## src/sv/positional_list_engine_macros.svh

```systemverilog
// Assertion helpers shared by the list engine RTL.
`ifndef POSITIONAL_LIST_ENGINE_MACROS_SVH
`define POSITIONAL_LIST_ENGINE_MACROS_SVH

// Same-cycle implication, checked outside reset.
`define PLE_ASSERT_NOW(label, clk, rst_n, cond, conseq, msg) \
  label: assert property (@(posedge clk) disable iff (!rst_n) (cond) |-> (conseq)) \
    else $error(msg);

// Next-cycle implication, checked outside reset.
`define PLE_ASSERT_NEXT(label, clk, rst_n, cond, conseq, msg) \
  label: assert property (@(posedge clk) disable iff (!rst_n) (cond) |=> (conseq)) \
    else $error(msg);

`endif

```

## src/sv/ple_pkg.sv

```systemverilog
package ple_pkg;

  localparam int unsigned DEPTH_DEF = 64;

  localparam logic [2:0] OP_ADD_FRONT = 3'd0;
  localparam logic [2:0] OP_ADD_BACK  = 3'd1;
  localparam logic [2:0] OP_INSERT_AT = 3'd2;
  localparam logic [2:0] OP_DEL_FRONT = 3'd3;
  localparam logic [2:0] OP_DEL_BACK  = 3'd4;
  localparam logic [2:0] OP_DEL_AT    = 3'd5;
  localparam logic [2:0] OP_READ_AT   = 3'd6;

  localparam logic [1:0] ST_DONE   = 2'd0;
  localparam logic [1:0] ST_BADPOS = 2'd1;
  localparam logic [1:0] ST_FULL   = 2'd2;
  localparam logic [1:0] ST_EMPTY  = 2'd3;

  localparam logic signed [31:0] MIN_VALUE = 32'sh8000_0000;

  typedef struct packed {
    logic [2:0]         opcode;
    logic [6:0]         position;
    logic signed [31:0] value;
  } in_req_t;

  typedef struct packed {
    logic signed [31:0] read_value;
    logic [1:0]         status;
    logic [6:0]         entry_count;
  } out_rsp_t;

  // Broadcast to every cell of the chain.
  typedef struct packed {
    logic               ins;
    logic               del;
    logic signed [31:0] value;
  } cell_ctl_t;

endpackage

```

## src/sv/ple_cell.sv

```systemverilog
module ple_cell #(
  parameter int unsigned AW  = 6,
  parameter int unsigned IDX = 0
) (
  input  logic                    clk,
  input  ple_pkg::cell_ctl_t      ctl_i,
  input  logic [AW-1:0]           slot_i,
  input  logic signed [31:0]      left_i,
  input  logic signed [31:0]      right_i,
  output logic signed [31:0]      data_o,
  output logic signed [31:0]      rd_o
);

  localparam logic [AW-1:0] MY_IDX = AW'(IDX);

  logic signed [31:0] data_r;
  logic signed [31:0] data_nxt;

  always_comb begin
    data_nxt = data_r;
    if (ctl_i.ins) begin
      if (MY_IDX == slot_i) begin
        data_nxt = ctl_i.value;
      end else if (MY_IDX > slot_i) begin
        data_nxt = left_i;
      end
    end else if (ctl_i.del) begin
      if (MY_IDX >= slot_i) begin
        data_nxt = right_i;
      end
    end
  end

  always_ff @(posedge clk) begin
    data_r <= data_nxt;
  end

  assign data_o = data_r;
  // one-hot select term, OR-combined at the top
  assign rd_o   = (MY_IDX == slot_i) ? data_r : '0;

endmodule

```

## config.mk

```make
export PLATFORM = sky130hd
export DESIGN_NAME = ple_cell
export DESIGN_NICKNAME = d
export VERILOG_FILES = /design/src/sv/positional_list_engine_macros.svh /design/src/sv/ple_pkg.sv /design/src/sv/ple_cell.sv
export SDC_FILE = /design/constraint.sdc
export NUM_CORES = 1
export LEC_CHECK = 0
export BUFFER_PORTS_ARGS = -buffer_cell sky130_fd_sc_hd__buf_2
export CAP_MARGIN = 20
export CORE_MARGIN = 2
export CORE_UTILIZATION = 42
export DETAILED_ROUTE_END_ITERATION = 10
export PLACE_DENSITY = 0.95
export SYNTH_ARGS = -nofsm -noshare
export SYNTH_HDL_FRONTEND = slang
export SYNTH_SLANG_ARGS = --single-unit
```

## constraint.sdc

```tcl
create_clock -name clk -period 8.8 [get_ports clk]
set_input_delay 0.88 -clock clk [delete_from_list [all_inputs] [get_ports clk]]
set_output_delay 0.88 -clock clk [all_outputs]
set_load 0.02 [all_outputs]
```

## Word level (Yosys, flattened, before mapping)

Index checks and enable logic that the tools add are counted.

- Flip-flop bits (word level): 32
- Input port bits: 105
- Word-level logic and storage cells: 14

- Magnitude comparators: 2
- Eq/ne operators: 1
- Multiplexer cells: 6
- Reductions and logical operators: 4

Operators by type and width:

| operator | number |
|---|---|
| 32-bit two-way mux | 6 |
| 1-bit by 6-bit >= comparator with 1-bit output, first input constant | 1 |
| 1-bit by 6-bit > comparator with 1-bit output, first input constant | 1 |
| 6-bit logical NOT | 1 |
| 2-bit nonzero test | 2 |
| 3-bit by 1-bit inequality test with 1-bit output, second input constant | 1 |
| 3-bit AND reduction | 1 |

## Longest topological paths before layout

Gate-level depths: netlist of run 1.

- Word-level depth: 4
- Gate-level depth with buffers: 4

## Worst setup path after synthesis of run 1

No wires, ideal clock.

- Path type: input to register
- Start point: input slot_i[3]
- End point: register data_r[0], in the netlist data_o[0] (enable)
- Library setup time: 0.461 ns
- Data arrival time: 3.831 ns
- Required time: 8.339 ns
- Setup slack: 4.508 ns
- Stages: 3
- Path buffers: 1
- Path through: or4_4 -> buf_6 -> nor3_1

- Cells in the longest elaborated chain, start to end: 3
- Elaborated cells on any way between the ends: 6

RTL lines:

| what | line | text |
|---|---|---|
| from (decl) | ple_cell.sv:7 | `input logic [AW-1:0] slot_i,` |
| 1-bit by 6-bit > comparator with 1-bit output (tied with other cells) | ple_cell.sv:24 | `end else if (MY_IDX > slot_i) begin` |
| 3-bit by 1-bit inequality test with 1-bit output (no source line) / 2-bit nonzero test (equally long branches) | -- |  |
| 3-bit AND reduction (no source line) (*) | -- |  |
| to (signal assigned) | ple_cell.sv:35 | `data_r <= data_nxt;` |
| to (decl) | ple_cell.sv:16 | `logic signed [31:0] data_r;` |

Every way passes the cells marked *; elsewhere a longest branch is shown, timed or not.
A chain may end at the register's enable or synchronous reset.

## Worst setup path after layout of run 1

- Start point: input slot_i[1]
- End point: output rd_o[9]

- Cells in the longest elaborated chain, start to end: 2

RTL lines:

| what | line | text |
|---|---|---|
| 6-bit logical NOT | ple_cell.sv:40 | `assign rd_o = (MY_IDX == slot_i) ? data_r : '0;` |
| 32-bit two-way mux | ple_cell.sv:40 |  |
| to (decl) | ple_cell.sv:11 | `output logic signed [31:0] rd_o` |

No other way between the ends.

==> results of run 1 <==
## placed cells by master, fill, tap and decap left out, drive strengths merged, types with 6 or more instances in the layout
cell type / instances
buf: 172
clkbuf: 6
o21ai: 32
nand3: 32
a31oi: 32
nor2: 34
and3: 32
edfxtp: 32
## power by group through the flow
stage          Combinational (W)  Sequential, W  Clock, W
2_1_floorplan          0.0000298       0.000176         0
3_3_place_gp           0.0000561       0.000175         0
3_5_place_dp           0.0000582       0.000175         0
4_1_cts                0.0000584       0.000171  0.000105
5_1_grt                0.0000669       0.000171  0.000114
6_report               0.0000604       0.000171  0.000102
## worst max-delay path, cell delays in order
cell	delay, ps
buf_2	120
nor2_4	490
buf_16	250
and3_1	190
buf_2	170
## layer usage
layer / GRT usage / vias to the layer above
met2: 0.376 / 124
met3: 0.0528 / 12
li1: - / 1150
met1: 0.279 / 1080
met5: 0 / -
met4: 0.0909 / 0
## logic make-up (layout without fill, tap and decap cells)
logic type,count (synthesis),after routing,synth area share
AND/OR/NAND/NOR,102,102,0.259
AO/OA/AOI/OAI,64,64,0.175
flip-flops,32,32,0.467
buffers and inverters,25,179,0.0986
## worst max-delay path by stage
stage / cells after the start / to / slack, ps / startpoint
finish: 5 / rd_o[9] / 5800 / slot_i[1]
global route: 5 / rd_o[9] / 5750 / slot_i[1]
CTS: 4 / rd_o[9] / 5560 / slot_i[1]
detailed placement: 4 / rd_o[9] / 5560 / slot_i[1]
global placement: 4 / rd_o[6] / 5650 / slot_i[1]
floorplan: 3 / data_o[0]$_DFFE_PP_ / 4510 / slot_i[3]
## final cells by class
type                            count  area (µm²)  area share
Multi-Input combinational cell    166         905       0.310
Clock buffer                        6        72.6      0.0249
Timing Repair Buffer              172         891       0.305
Clock inverter                      1        5.00     0.00172
Tap cell                           67        83.8      0.0287
Sequential cell                    32         961       0.329
## stage by stage
step / utilization / area (µm²) / hold WS [ps]
after floorplan: - / 2060 / 1130
after global placement: 0.595 / 2810 / 1230
after detailed placement: 0.595 / 2810 / 1240
after CTS: 0.612 / 2890 / 949
after global routing: 0.618 / 2920 / 955
final: 0.618 / 2920 / 957
==> flow_metrics.tcl, run 1 <==
set metrics [dict create \
    netlist_area_mm2 0.00206 \
    synth.distinct_cells 21 \
    cp_max_fo 38 \
    met2WireLength_um 3330 \
    ant_nets 0 \
    area_delta_synth_final_pct 41.9 \
    powerDensity_mw_per_mm2 114 \
    synth_common_cells "nor2_1 (34), a31oi_1 (32), and3_1 (32), edfxtp_1 (32), nand3_1 (32)" \
    combinationalPowerShare 0.181 \
    period_minus_slack_ps 3000 \
    htreeDepth 2 \
    cts_buffer_depth 2 \
    dr.first_iter.drc_count 196 \
    synth.area.top_cells "edfxtp_1 (47%), a31oi_1 (9.7%), and3_1 (9.7%)" \
    grt_pass1_vias 2074 \
    yosys.area.top_type_share 0.467 \
    arrival_ps 2120 \
    synth_area_per_cell_um2 9.22 \
    hold_depth 3 \
    outcome "completed" \
    period_share 0.341 \
    synth.most_common_cell "nor2_1" \
    rsz0062_at_grt "no" \
    preCtsSetupSlack_ps 5560 \
    dieArea_mm2 0.00547 \
    hold_buffers 0 \
    fp-row-count 25 \
    power_w 0.000334 \
    async_flop_share 0 \
    worstSetupPathType "primary input to output port" \
    post_drt_wl_per_cell_um 14.2 \
    coreArea_mm2 0.00472 \
    instances_no_fill 444 \
    hp-start "right_i[18]" \
    post-route-drc-count 0 \
    fin_ws_ps 5800 \
    routed_wl_um 6320 \
    hold_viol 0 \
    die_w_um 74.0 \
    die_h_um 74.0 \
    seq_area_frac_synth 0.467 \
    num_io_pins 169 \
    p_int_w 0.000252 \
    ys_ff_latch 32 \
    vias 2366 \
    initial_utilization 0.435 \
    hp-class "primary input to register" \
    path_clk_slew_ps 60 \
    min_to "data_o[18]$_DFFE_PP_" \
    cts_tree "built" \
    cts_root_buffer "clkbuf_8" \
    cts_buffers 5 \
    dpl.hpwl_um 4570 \
    critPathLaunchType "primary input" \
    yosysTopAreaCell "edfxtp_1" \
    drv_cap 0 \
    worst_pin_slew_ps 1030 \
    yosys_warnings 0 \
    num_antenna_cells 0 \
    fill_cells 394 \
    end_kind "output port" \
    p_leak_nw 1.43 \
    grt_first_pass_wirelength_um 9560 \
    synth_cells 223 \
    vias_per_cell 5.33 \
    ys.flop_type "edfxtp_1" \
    seqPwrFrac 0.514 \
    synth-edff-count 32 \
    p_clk_frac 0.305 \
    dpl.cell_count 436 \
    cts_resized 0 \
    slew_viol_final 0 \
    cts_sinks 32 \
    drive_gt1_frac 0.485 \
    antenna_found_initial 0 \
    fmax_mhz 334 \
    p_switching_w 0.0000812 \
    syn_nets 328 \
    grt_max_degree 66 \
    vdd_drop_max_uv 75.7 \
    portBuffers 168 \
    swShare 0.243 \
    setup_violations 0 \
    drtPass1Iterations 4 \
    finalSetupTns_ps 0 \
    gp_congestion 0.837 \
    cts_setup_buffers 0 \
    track_usage 0.224 \
    globalRouteOverflowTotal 0 \
    final_nets 482 \
    wl_met1_um 2480 \
    crit_required_ps 7920 \
    slew-limit-headroom 0.314 \
    wl_met3_um 409 \
    top_layer "met4" \
    largest_reg_flops 32 \
]
Note: power is estimated with default switching activity, not from simulation.
==> run 2, diff against run 1 <==
- CORE_UTILIZATION: 42 -> 35
- PLACE_DENSITY: 0.95 -> 0.86
- clock period: 8.8 -> 2.5 ns (I/O delays scaled with it)
==> run 2 against run 1 <==
Net effect:
- critical endpoint is now rd_o[2]
- sequential share of layout area shrank 0.54 points
- clock power grew to 4.6 times the previous value
- flip-flop and latch count is the same
- critical path type unchanged
- combinational power grew to 3.6 times the previous value
- first-iteration DRC count shrank 31%
- design area grew 1.7%
- count of clock-buffer cells in the layout shrank 1
- hold slack lost 640 ps
- via count shrank 0.55%
- setup slack lost 5100 ps
- routed wire length grew 2.9%
==> flow_metrics.tcl, run 2 (same netlist as run 1, synthesis figures left out) <==
set metrics [dict create \
    period_share 0.726 \
    p_int_w 0.000990 \
    antenna_found_initial 0 \
    worstSetupPathType "primary input to output port" \
    cts_buffers 5 \
    cts_buffer_depth 2 \
    num_io_pins 169 \
    portBuffers 168 \
    finalSetupTns_ps 0 \
    die_w_um 80.6 \
    grt_first_pass_wirelength_um 9470 \
    drtPass1Iterations 4 \
    vias_per_cell 5.21 \
    instances_no_fill 452 \
    drive_gt1_frac 0.487 \
    path_clk_slew_ps 70 \
    slew-limit-headroom 0.537 \
    post_drt_wl_per_cell_um 14.4 \
    fp-row-count 27 \
    initial_utilization 0.369 \
    swShare 0.230 \
    track_usage 0.189 \
    preCtsSetupSlack_ps 566 \
    place_area_mm2 0.00286 \
    final_area_mm2 0.00297 \
    period_minus_slack_ps 1810 \
    combinationalPowerShare 0.168 \
    grt_pass1_vias 2104 \
    final_nets 484 \
    die_h_um 80.6 \
    cts_sinks 32 \
    crit_required_ps 2250 \
    coreArea_mm2 0.00557 \
    hold_buffers 0 \
    rsz0062_at_grt "no" \
    globalRouteOverflowTotal 0 \
    p_switching_w 0.000296 \
    cts_tree "built" \
    power_w 0.00129 \
    cts_resized 0 \
    powerDensity_mw_per_mm2 433 \
    htreeDepth 2 \
    largest_reg_flops 32 \
    cp_max_fo 64 \
    dpl.cell_count 444 \
    hp-class "primary input to register" \
    drv_cap 0 \
    end_kind "output port" \
    outcome "completed" \
    num_antenna_cells 0 \
    arrival_ps 1560 \
    seqPwrFrac 0.469 \
    setup_violations 0 \
    vias 2353 \
    dieArea_mm2 0.00650 \
    dr.first_iter.drc_count 135 \
    p_clk_frac 0.363 \
    final_cell_mix "buf_2 (168), nor2_1 (33)" \
    fin_ws_ps 686 \
    dpl.hpwl_um 4870 \
    cts_root_buffer "clkbuf_8" \
    worst_pin_slew_ps 694 \
    hold_viol 0 \
    grt_max_degree 65 \
    slew_viol_final 0 \
    routed_wl_um 6500 \
    p_leak_nw 1.46 \
    gp_congestion 0.879 \
    post-route-drc-count 0 \
    vdd_drop_max_uv 213 \
    critPathLaunchType "primary input" \
    area_delta_synth_final_pct 44.3 \
    ant_nets 0 \
    fmax_mhz 551 \
    cts_setup_buffers 0 \
    layout_commonest_cell "buf_2" \
]
-- run 2: changes by cell type in the layout (fill, tap and decap cells not counted) --
cell	previous run	this run
nor3_2	1	0
clkbuf_1	1	0
clkinv_2	1	0
buf_12	0	1
buf_16	1	0
nor3_4	0	1
bufinv_16	0	1
clkinv_1	0	2
buf_4	3	5
-- run 2: stage by stage --
stage,util,hold slack [ps]
global route,0.532,312
global placement,0.513,597
finish,0.532,313
CTS,0.532,310
detailed placement,0.513,603
floorplan,-,499
-- run 2: power by group through the flow --
stage                     clock, W  combinational [W]  sequential, W
final                     0.000467           0.000216       0.000603
after global routing      0.000499           0.000238       0.000603
after CTS                 0.000484           0.000216       0.000603
after detailed placement         0           0.000215       0.000614
after global placement           0           0.000208       0.000614
after floorplan                  0           0.000106       0.000620
-- run 2: area by class of cell --
class,instances,area [µm²]
Fill cell,521,2610
Tap cell,72,90.1
Clock inverter,3,37.5
Clock buffer,5,68.8
Timing Repair Buffer,174,898
Multi-Input combinational cell,166,911
Sequential cell,32,961
-- run 2: final timing paths --
path              startpoint             endpoint  slack, ps  depth (start not counted)
setup / recovery   slot_i[3]              rd_o[2]        690                          5
hold / removal    right_i[2]  data_o[2]$_DFFE_PP_        310                          3
-- run 2: critical path: stages --
cell and delay [ps]:
buf_2 120, nor4_4 250, buf_4 510, and3_1 250, buf_2 170
-- run 2: routing by layer --
metal / share of wire / GRT usage / vias to the layer above
met5: 0 / 0 / -
met1: 0.38 / 0.223 / 1047
li1: - / - / 1154
met3: 0.076 / 0.0348 / 13
met2: 0.52 / 0.338 / 139
met4: 0.022 / 0.0746 / 0
